--- config.mk ---
export PLATFORM = sky130hd
export DESIGN_NAME = lcg_skip_ahead
export DESIGN_NICKNAME = d
export VERILOG_FILES = /design/src/sv/lsa_pkg.sv /design/src/sv/lsa_mulacc.sv /design/src/sv/lcg_skip_ahead.sv
export SDC_FILE = /design/constraint.sdc
export NUM_CORES = 2
export LEC_CHECK = 0
export BUFFER_PORTS_ARGS = -buffer_cell sky130_fd_sc_hd__buf_4
export CORE_AREA = 4 4 455 277
export DETAILED_ROUTE_END_ITERATION = 8
export DIE_AREA = 0 0 459 281
export PLACE_DENSITY = 0.85
export SETUP_SLACK_MARGIN = 0.2
export SYNTH_ARGS = -nofsm -noshare
export SYNTH_HDL_FRONTEND = slang
export SYNTH_SLANG_ARGS = --single-unit
--- constraint.sdc ---
create_clock -name clk -period 28.8 [get_ports clk]
set_clock_uncertainty 0.15 [all_clocks]
set_input_delay 4.32 -clock clk [delete_from_list [all_inputs] [get_ports clk]]
set_output_delay 4.32 -clock clk [all_outputs]
set_load 0.01 [all_outputs]
--- src/sv/lsa_pkg.sv ---
package lsa_pkg;

  // Widths fixed by the register and field definitions.
  localparam int FIELD_W   = 63;
  localparam int COUNT_W   = 64;
  localparam int CFG_IDX_W = 2;

  // Default generator state width.
  localparam int STATE_BITS_DEF = 63;

  // Configuration register indexes.
  localparam logic [CFG_IDX_W-1:0] REG_MULTIPLIER = 2'd0;
  localparam logic [CFG_IDX_W-1:0] REG_INCREMENT  = 2'd1;

  // Register values after reset.
  localparam logic [FIELD_W-1:0] MULTIPLIER_RST = 63'd1;
  localparam logic [FIELD_W-1:0] INCREMENT_RST  = 63'd0;

endpackage

--- src/sv/lsa_mulacc.sv ---
module lsa_mulacc #(
  parameter int W = lsa_pkg::STATE_BITS_DEF
) (
  input  logic         clk,
  input  logic         rst_n,
  input  logic         start,
  input  logic [W-1:0] a,
  input  logic [W-1:0] b,
  input  logic [W-1:0] d,
  output logic         done,
  output logic [W-1:0] res
);
  import lsa_pkg::*;

  // Computes (a*b + d) mod 2^W with one half-width multiplier: low*low on
  // the start cycle, then high*low and low*high, both of which only
  // contribute their low bits above the split point.
  localparam int HALF = (W + 1) / 2;
  localparam int HI_W = W - HALF;

  logic [W-1:0]      a_r;
  logic [W-1:0]      b_r;
  logic [W-1:0]      acc_r;
  logic [W-1:0]      acc_nxt;
  logic              busy_r;
  logic              step_r;
  logic              done_r;
  logic [HALF-1:0]   mul_x;
  logic [HALF-1:0]   mul_y;
  logic [2*HALF-1:0] prod;
  logic [W-1:0]      term;

  always_comb begin
    if (start) begin
      mul_x = a[HALF-1:0];
      mul_y = b[HALF-1:0];
    end else if (step_r) begin
      mul_x = a_r[HALF-1:0];
      mul_y = HALF'(b_r[W-1:HALF]);
    end else begin
      mul_x = HALF'(a_r[W-1:HALF]);
      mul_y = b_r[HALF-1:0];
    end
  end

  assign prod = (2*HALF)'(mul_x) * (2*HALF)'(mul_y);

  always_comb begin
    if (start) begin
      term    = W'(prod);
      acc_nxt = term + d;
    end else begin
      term    = {prod[HI_W-1:0], {HALF{1'b0}}};
      acc_nxt = acc_r + term;
    end
  end

  always_ff @(posedge clk) begin
    if (start) begin
      a_r <= a;
      b_r <= b;
    end
    if (start || busy_r) begin
      acc_r <= acc_nxt;
    end
  end

  always_ff @(posedge clk) begin
    if (!rst_n) begin
      busy_r <= 1'b0;
      step_r <= 1'b0;
      done_r <= 1'b0;
    end else begin
      done_r <= busy_r && step_r;
      if (start) begin
        busy_r <= 1'b1;
        step_r <= 1'b0;
      end else if (busy_r) begin
        step_r <= ~step_r;
        if (step_r) begin
          busy_r <= 1'b0;
        end
      end
    end
  end

  assign done = done_r;
  assign res  = acc_r;

endmodule

--- src/sv/lcg_skip_ahead.sv ---
// Channel  | Handshake             | Payload
// ---------+-----------------------+------------------------------------
// in       | in_valid / in_ready   | in_skip_count (64, signed),
//          |                       | in_start_seed (63)
// out      | out_valid / out_ready | out_new_seed (63)
// cfg      | cfg_we (no wait)      | cfg_index (2), cfg_data (63)
//
// For every count bit below its highest set bit an item updates the increment
// and the multiplier, for every set bit it updates both accumulators, and it
// ends with the final seed update; a zero count needs only the seed update.
// Every modular multiply goes through the one shared half-width multiplier.
// Reset is synchronous and active low; it loads multiplier 1 and increment 0.
// A finished beat waits in the output register, and the next input beat is
// taken while it waits; a stalled output holds the last multiply until free.
module lcg_skip_ahead #(
  parameter int STATE_BITS = lsa_pkg::STATE_BITS_DEF
) (
  input  logic                            clk,
  input  logic                            rst_n,
  input  logic                            in_valid,
  output logic                            in_ready,
  input  logic signed [lsa_pkg::COUNT_W-1:0] in_skip_count,
  input  logic [lsa_pkg::FIELD_W-1:0]     in_start_seed,
  output logic                            out_valid,
  input  logic                            out_ready,
  output logic [lsa_pkg::FIELD_W-1:0]     out_new_seed,
  input  logic                            cfg_we,
  input  logic [lsa_pkg::CFG_IDX_W-1:0]   cfg_index,
  input  logic [lsa_pkg::FIELD_W-1:0]     cfg_data
);
  import lsa_pkg::*;

  localparam int W = STATE_BITS;

  // Sequencer states. Each multiply state issues one operation to the shared
  // unit and waits for its result.
  localparam logic [2:0] ST_IDLE = 3'd0;
  localparam logic [2:0] ST_ACCM = 3'd1; // acc_m = acc_m * m
  localparam logic [2:0] ST_ACCC = 3'd2; // acc_c = acc_c * m + c
  localparam logic [2:0] ST_INCR = 3'd3; // c = m * c + c
  localparam logic [2:0] ST_MULT = 3'd4; // m = m * m
  localparam logic [2:0] ST_SEED = 3'd5; // result = acc_m * seed + acc_c
  localparam logic [2:0] ST_OUT  = 3'd6; // wait for the output register

  logic [FIELD_W-1:0] mult_cfg_r;
  logic [FIELD_W-1:0] incr_cfg_r;

  logic [2:0]         state_r;
  logic [2:0]         state_nxt;
  logic               start_r;
  logic               start_nxt;
  logic [W-1:0]       cnt_r;
  logic [W-1:0]       seed_r;
  logic [W-1:0]       m_r;
  logic [W-1:0]       c_r;
  logic [W-1:0]       accm_r;
  logic [W-1:0]       accc_r;
  logic               out_valid_r;
  logic [FIELD_W-1:0] out_seed_r;

  logic               in_acc;
  logic               out_free;
  logic [W-1:0]       cnt_in;
  logic [W-1:0]       op_a;
  logic [W-1:0]       op_b;
  logic [W-1:0]       op_d;
  logic               mul_done;
  logic [W-1:0]       mul_res;

  // Configuration registers. Writes to an index outside the list are dropped.
  always_ff @(posedge clk) begin
    if (!rst_n) begin
      mult_cfg_r <= MULTIPLIER_RST;
      incr_cfg_r <= INCREMENT_RST;
    end else if (cfg_we) begin
      case (cfg_index)
        REG_MULTIPLIER: mult_cfg_r <= cfg_data;
        REG_INCREMENT:  incr_cfg_r <= cfg_data;
        default: ;
      endcase
    end
  end

  assign in_ready = (state_r == ST_IDLE);
  assign in_acc   = in_valid && in_ready;
  assign out_free = !out_valid_r || out_ready;

  // The count is taken modulo 2^W, so a negative count keeps its low bits.
  assign cnt_in = in_skip_count[W-1:0];

  // Operand selection for the shared unit, following the state that the
  // operation belongs to. Operands are sampled on the start cycle.
  always_comb begin
    op_a = '0;
    op_b = '0;
    op_d = '0;
    case (state_r)
      ST_ACCM: begin
        op_a = accm_r;
        op_b = m_r;
      end
      ST_ACCC: begin
        op_a = accc_r;
        op_b = m_r;
        op_d = c_r;
      end
      ST_INCR: begin
        op_a = m_r;
        op_b = c_r;
        op_d = c_r;
      end
      ST_MULT: begin
        op_a = m_r;
        op_b = m_r;
      end
      ST_SEED: begin
        op_a = accm_r;
        op_b = seed_r;
        op_d = accc_r;
      end
      default: ;
    endcase
  end

  lsa_mulacc #(
    .W (W)
  ) u_mulacc (
    .clk   (clk),
    .rst_n (rst_n),
    .start (start_r),
    .a     (op_a),
    .b     (op_b),
    .d     (op_d),
    .done  (mul_done),
    .res   (mul_res)
  );

  // Bits are scanned from the lowest up. After the last set bit the stride
  // pair no longer matters, so the scan stops as soon as the remaining count
  // is zero and goes straight to the seed update.
  always_comb begin
    state_nxt = state_r;
    start_nxt = 1'b0;
    case (state_r)
      ST_IDLE: begin
        if (in_acc) begin
          start_nxt = 1'b1;
          if (cnt_in == '0) begin
            state_nxt = ST_SEED;
          end else if (cnt_in[0]) begin
            state_nxt = ST_ACCM;
          end else begin
            state_nxt = ST_INCR;
          end
        end
      end
      ST_ACCM: begin
        if (mul_done) begin
          state_nxt = ST_ACCC;
          start_nxt = 1'b1;
        end
      end
      ST_ACCC: begin
        if (mul_done) begin
          start_nxt = 1'b1;
          if (cnt_r[W-1:1] == '0) begin
            state_nxt = ST_SEED;
          end else begin
            state_nxt = ST_INCR;
          end
        end
      end
      ST_INCR: begin
        if (mul_done) begin
          state_nxt = ST_MULT;
          start_nxt = 1'b1;
        end
      end
      ST_MULT: begin
        if (mul_done) begin
          start_nxt = 1'b1;
          // The remaining count is nonzero here, so the next bit exists.
          if (cnt_r[1]) begin
            state_nxt = ST_ACCM;
          end else begin
            state_nxt = ST_INCR;
          end
        end
      end
      ST_SEED: begin
        if (mul_done) begin
          state_nxt = ST_OUT;
        end
      end
      ST_OUT: begin
        if (out_free) begin
          state_nxt = ST_IDLE;
        end
      end
      default: begin
        state_nxt = ST_IDLE;
      end
    endcase
  end

  always_ff @(posedge clk) begin
    if (!rst_n) begin
      state_r <= ST_IDLE;
      start_r <= 1'b0;
    end else begin
      state_r <= state_nxt;
      start_r <= start_nxt;
    end
  end

  // Working registers. Each result is written back in place; the order of
  // operations within one bit keeps every operand at its value from before
  // that bit.
  always_ff @(posedge clk) begin
    if (in_acc) begin
      cnt_r  <= cnt_in;
      seed_r <= W'({1'b0, in_start_seed});
      m_r    <= W'({1'b0, mult_cfg_r});
      c_r    <= W'({1'b0, incr_cfg_r});
      accm_r <= W'(1);
      accc_r <= '0;
    end else if (mul_done) begin
      case (state_r)
        ST_ACCM: accm_r <= mul_res;
        ST_ACCC: accc_r <= mul_res;
        ST_INCR: c_r    <= mul_res;
        ST_MULT: begin
          m_r   <= mul_res;
          cnt_r <= cnt_r >> 1;
        end
        default: ;
      endcase
    end
  end

  // Output register. The final product stays in the shared unit until the
  // register is free to take it.
  always_ff @(posedge clk) begin
    if (!rst_n) begin
      out_valid_r <= 1'b0;
    end else if (state_r == ST_OUT && out_free) begin
      out_valid_r <= 1'b1;
    end else if (out_ready) begin
      out_valid_r <= 1'b0;
    end
  end

  always_ff @(posedge clk) begin
    if (state_r == ST_OUT && out_free) begin
      out_seed_r <= FIELD_W'(64'(mul_res));
    end
  end

  assign out_valid    = out_valid_r;
  assign out_new_seed = out_seed_r;

endmodule

* Yosys cells after proc, flatten, opt, wreduce, memory -nomap -nowiden
Cells that the tools add are included.
Operators by class: add/subtract/negate cells 2, multiply operators 1, eq/ne operators 14, muxes and demuxes 37, bitwise gates (word level) 2, reductions and logical operators 27
Operators with widths (count):
- two-way mux 63 bit | 10
- one-hot mux 63 bit (3 select lines) | 2
- two-way mux 32 bit | 4
- adder 63 bit | 2
- one-hot mux 63 bit (2 select lines) | 1
- zero test 63 bit | 1
- multiplier 32 x 32 -> 63 bit | 1
- zero test 62 bit | 1
- two-way mux 3 bit | 9
- one-hot mux 3 bit (7 select lines) | 1
- != test 2 x 1 -> 1 bit, second input constant | 6
- AND reduction 2 bit | 6
- == test 3 bit, second input constant | 3
- nonzero test 2 bit | 4
- OR reduction 2 bit | 4
- two-way mux 1 bit | 7
- AND reduction 7 bit | 1
- == test 3 x 2 -> 1 bit, second input constant | 2
- two-way mux 2 bit | 2
- OR reduction 4 bit | 1
- == test 3 x 1 -> 1 bit, second input constant | 1
- logical AND 1 bit | 3
- zero test 3 bit | 1
- OR reduction 3 bit | 1
- 7 further kinds | 9
Word-level totals: flip-flop bits (word level) 764, input bits 197, logic and storage cells 101

* Logic depth before layout (Yosys ltp)
depth in word-level cells 7, gate-level depth with buffers 50, gate-level depth less buffers 44

* Modules after synthesis
Synthesis repeated with hierarchy kept, for this count alone.
Unflattened totals: cell total of the unflattened synthesis 7643, area, all modules 70199.8 µm²
By module, submodules not included:
- lsa_mulacc | times used 1, cells each 4860, area each 44192.4 µm², seq. area each 5735.5 µm²
- lcg_skip_ahead | times used 1, cells each 2783, area each 26007.4 µm², seq. area each 14574.0 µm²

* Least setup slack after synthesis
Ideal clock, no wire load.
path type in2reg, start in in_valid, end reg start_r, arrival time 13540 ps, data required time 28553 ps, path slack 15013 ps, stages 3, buffers on the path 0, cells stage by stage mux2i_1 -> nor3_1 -> o21a_1
Between the ends: cells in the longest elaborated chain, start to end 3
RTL lines:
- start: declaration | RTL line lcg_skip_ahead.sv:20 | input logic in_valid,
- logical AND 1 bit | RTL line lcg_skip_ahead.sv:85 | assign in_acc = in_valid && in_ready;
- two-way mux 1 bit | RTL line lcg_skip_ahead.sv:146 | if (in_acc) begin
- one-hot mux 1 bit (2 select lines) | RTL line lcg_skip_ahead.sv:144 | case (state_r)
- end signal: assignment | RTL line lcg_skip_ahead.sv:212 | start_r <= start_nxt;
- end: declaration | RTL line lcg_skip_ahead.sv:50 | logic start_r;
Every way passes these cells. A chain may end at the register's enable or synchronous reset.

* Worst setup path in the final report
start reg state_r[2], end reg u_mulacc.acc_r[62] (netlist: u_mulacc.res[62]), data pin
Between the ends: cells in the longest elaborated chain, start to end 7, elaborated cells on any way between the ends 18, classes of those cells add/sub (2); mul (1); eq/ne (5); mux (6); reduce/logical (4)
RTL lines:
- start: declaration | RTL line lcg_skip_ahead.sv:48 | logic [2:0] state_r;
- start signal: assignment | RTL line lcg_skip_ahead.sv:211 | state_r <= state_nxt;
- == test 3 x 2 -> 1 bit (tied with other cells) | RTL line lcg_skip_ahead.sv:97 | case (state_r)
- OR reduction 3 bit (no source line)
- one-hot mux 63 bit (3 select lines) * | RTL line lcg_skip_ahead.sv:97
- net op_b[17] | RTL line lcg_skip_ahead.sv:65 | logic [W-1:0] op_b;
- two-way mux 32 bit * | RTL line lsa_mulacc.sv:34 | if (start) begin
- multiplier 32 x 32 -> 63 bit * | RTL line lsa_mulacc.sv:46 | assign prod = (2*HALF)'(mul_x) * (2*HALF)'(mul_y);
- adder 63 bit, on equally long branches | RTL line lsa_mulacc.sv:54, lsa_mulacc.sv:51
- two-way mux 63 bit * | RTL line lsa_mulacc.sv:49 | if (start) begin
- net u_mulacc.acc_nxt[62] | RTL line lsa_mulacc.sv:24 | logic [W-1:0] acc_nxt;
- end signal: assignment | RTL line lsa_mulacc.sv:64 | acc_r <= acc_nxt;
- end: declaration | RTL line lsa_mulacc.sv:23 | logic [W-1:0] acc_r;
Mark *: on every way through the listed nets, which the timed path passes. The rest lies on a longest branch.

==> impl_metrics.tcl <==
set metrics [dict create \
    worstSetupPathType "flip-flop to flip-flop" \
    viasPerCell 6.392 \
    synthTopCellsByArea "fa_1 26%, edfxtp_1 22%, nand2_1 9.2%" \
    cts.htree.levels 2 \
    antenna_found_initial 45 \
    status "finished with violations" \
    dpl_cell_area_um2 72690 \
    hold_viol_final 0 \
    cpPeakStageDelay_ns 1.09 \
    period_share_pct 57.64 \
    synth_edf_count 503 \
    setup_viol 0 \
    cts_made_buffers 60 \
    drc 0 \
    crit_arrival_ns 16.85 \
    nets 9010 \
    cp_slowest_cell "a21o_1" \
    dp_hpwl_um 190000 \
    track_usage_pct 39.14 \
    synth.avg_cell_area_um2 9.142 \
    ctsHoldBuffers 0 \
    path_clk_slew_ns 0.08 \
    syn_inst 7561 \
    portBuffers 260 \
    yosysWarningCount 0 \
    postCtsSetupBuffers 0 \
    cts_tree "done" \
    cts_sinks 763 \
    fin_cells 9257 \
    clkLatencyLatePin_ns 0.67 \
    regArea_um2 20320 \
    synth-async-reset-ratio_pct 0 \
    placed_cells 9120 \
    syn2layout_area_growth_pct 8.281 \
    n_fill_cell 9778 \
    synth_seq_cells 763 \
    syn-cell-area_um2 69130 \
    period_needed_ns 16.60 \
    firstDrtPassIters 7 \
    die-area_um2 129000 \
    synth_top_area_share_pct 25.98 \
    timing.slew.headroom_pct -6.724 \
    antenna_left 0 \
    row_count 99 \
    tightest_slew_ns 1.589 \
    clk_path_buf_depth 3 \
    fp.dieH_um 281 \
    critPathLaunchType "flip-flop" \
    grt_max_degree 192 \
    synth_nets 9005 \
    initial_utilization_pct 56.94 \
    max_cap_viol_count 2 \
    first_iter_violations 8901 \
    rsz0062_at_grt "false" \
    hold_class "flip-flop to flip-flop" \
    ys.flop_type "edfxtp_1" \
    final.setup.tns_ns 0 \
    cp-end-kind "flip-flop" \
    cpMostUsedCell "fa_1" \
    fin_ws_ns 12.20 \
    crit_fanout 33 \
    core_um2 121400 \
    ios 262 \
    grt_overflow 0 \
    worstPathRequired_ns 29.05 \
    violations "capacitance limit, slew limit" \
    root_buffer "clkbuf_16" \
    netlist-cell-type-count 94 \
    totalWireLength_um 253300 \
    grt_pass1_wl_um 372900 \
    ys_seq_area_share_pct 29.38 \
    place_congestion 1.026 \
    dieWidth_um 459 \
    yosysTopAreaCell "fa_1" \
    multi_input_area_um2 43770 \
    wl_per_cell_um 27.36 \
    via_count 59170 \
    dp_slack_ns 13.17 \
    cts_resized 0 \
    grt_pass1_vias 58310 \
    fin_area_um2 74850 \
    slew_viol_final 5 \
    drive_above_1_share_pct 7.745 \
    fmax_ghz 0.06024 \
]
==> routing by layer <==
layer / vias to the layer above / share of wire [%] / track usage, %
met5: - / 0.19 / 1.392
met4: 22 / 4.7 / 14.63
met3: 847 / 19 / 21.14
met2: 4914 / 38 / 52.10
met1: 28840 / 37 / 53.34
li1: 24550 / - / -
==> cell usage in the layout, fill, tap and decap left out, types with 65 or more instances in the layout <==
cell type	synthesis	routed
a21boi_0	133	133
a21o_1	76	76
a21oi_1	319	305
a221oi_1	129	129
a22oi_1	68	68
buf_4	5	401
clkbuf_16	0	65
dfxtp_1	260	257
edfxtp_1	503	503
fa_1	897	897
ha_1	350	350
inv_1	931	930
mux2i_1	68	68
nand2_1	1698	1696
nor2_1	725	725
o21ai_0	187	161
xnor2_1	91	91
==> path summary, 6_finish.rpt <==
path                                 start                to  slack [ns]  depth (start not counted)
worst min-delay path            accm_r[45]        accm_r[45]        0.31                          2
worst max-delay path            state_r[2]  u_mulacc.res[62]       12.20                         39
worst max register to register  state_r[2]  u_mulacc.res[62]       12.20                         39
worst min register to register  accm_r[45]        accm_r[45]        0.31                          2
==> logic make-up (layout without fill, tap and decap cells) <==
family                     count (synthesis)  after routing  share of synthesized area, %
other                                      0             23                             0
muxes                                     71             71                         1.034
adders and majority gates               1247           1247                         32.31
xor gates and xnor gates                 138            138                         1.748
DFF                                      763            763                         29.38
and+or+nand+nor                         2708           2708                         15.75
buffers and inverters                   1394           1451                         7.620
AOI/OAI and AO/OA                       1240           1240                         12.16
==> synthesized netlist by cell type, types with 47 or more instances <==
cell type	n
ha_1	350
a21o_1	76
a221oi_1	129
inv_1	931
dfxtp_1	260
a22oi_1	68
xnor2_1	91
fa_1	897
clkbuf_1	407
o21a_1	57
o21ai_0	187
nand2_1	1698
a21boi_0	133
a22o_1	64
xor2_1	47
edfxtp_1	503
mux2i_1	68
a21oi_1	319
nor2_1	725
==> worst max-delay path, delay by kind of cell (launching register included) <==
kind                     cells  cell delay (ns)
AND/OR/NAND/NOR             12             3.68
XOR/XNOR                     1             0.22
flip-flops                   1             0.82
buffers and inverters        4             0.82
AO/OA/AOI/OAI               12             5.46
adder cells (fa/ha/maj)     10             5.13
==> stage by stage <==
step | hold WS, ns | util, %
after global placement | 0.2914 | 59.88
after CTS | 0.3066 | 61.61
after detailed placement | 0.2961 | 59.88
after floorplan | 0.2862 | -
final | 0.3097 | 61.66
after global routing | 0.3264 | 61.64
==> area by class of cell <==
class | instances | area share, %
Antenna cell | 23 | 0.07689
Clock buffer | 78 | 2.292
Clock inverter | 36 | 0.5115
Inverter | 933 | 4.692
Multi-Input combinational cell | 5404 | 58.48
Sequential cell | 763 | 27.15
Tap cell | 1616 | 2.701
Timing Repair Buffer | 404 | 4.102
Power is not shown: default switching activity piles up to over one toggle a cycle in this logic, so the estimate is an artifact.
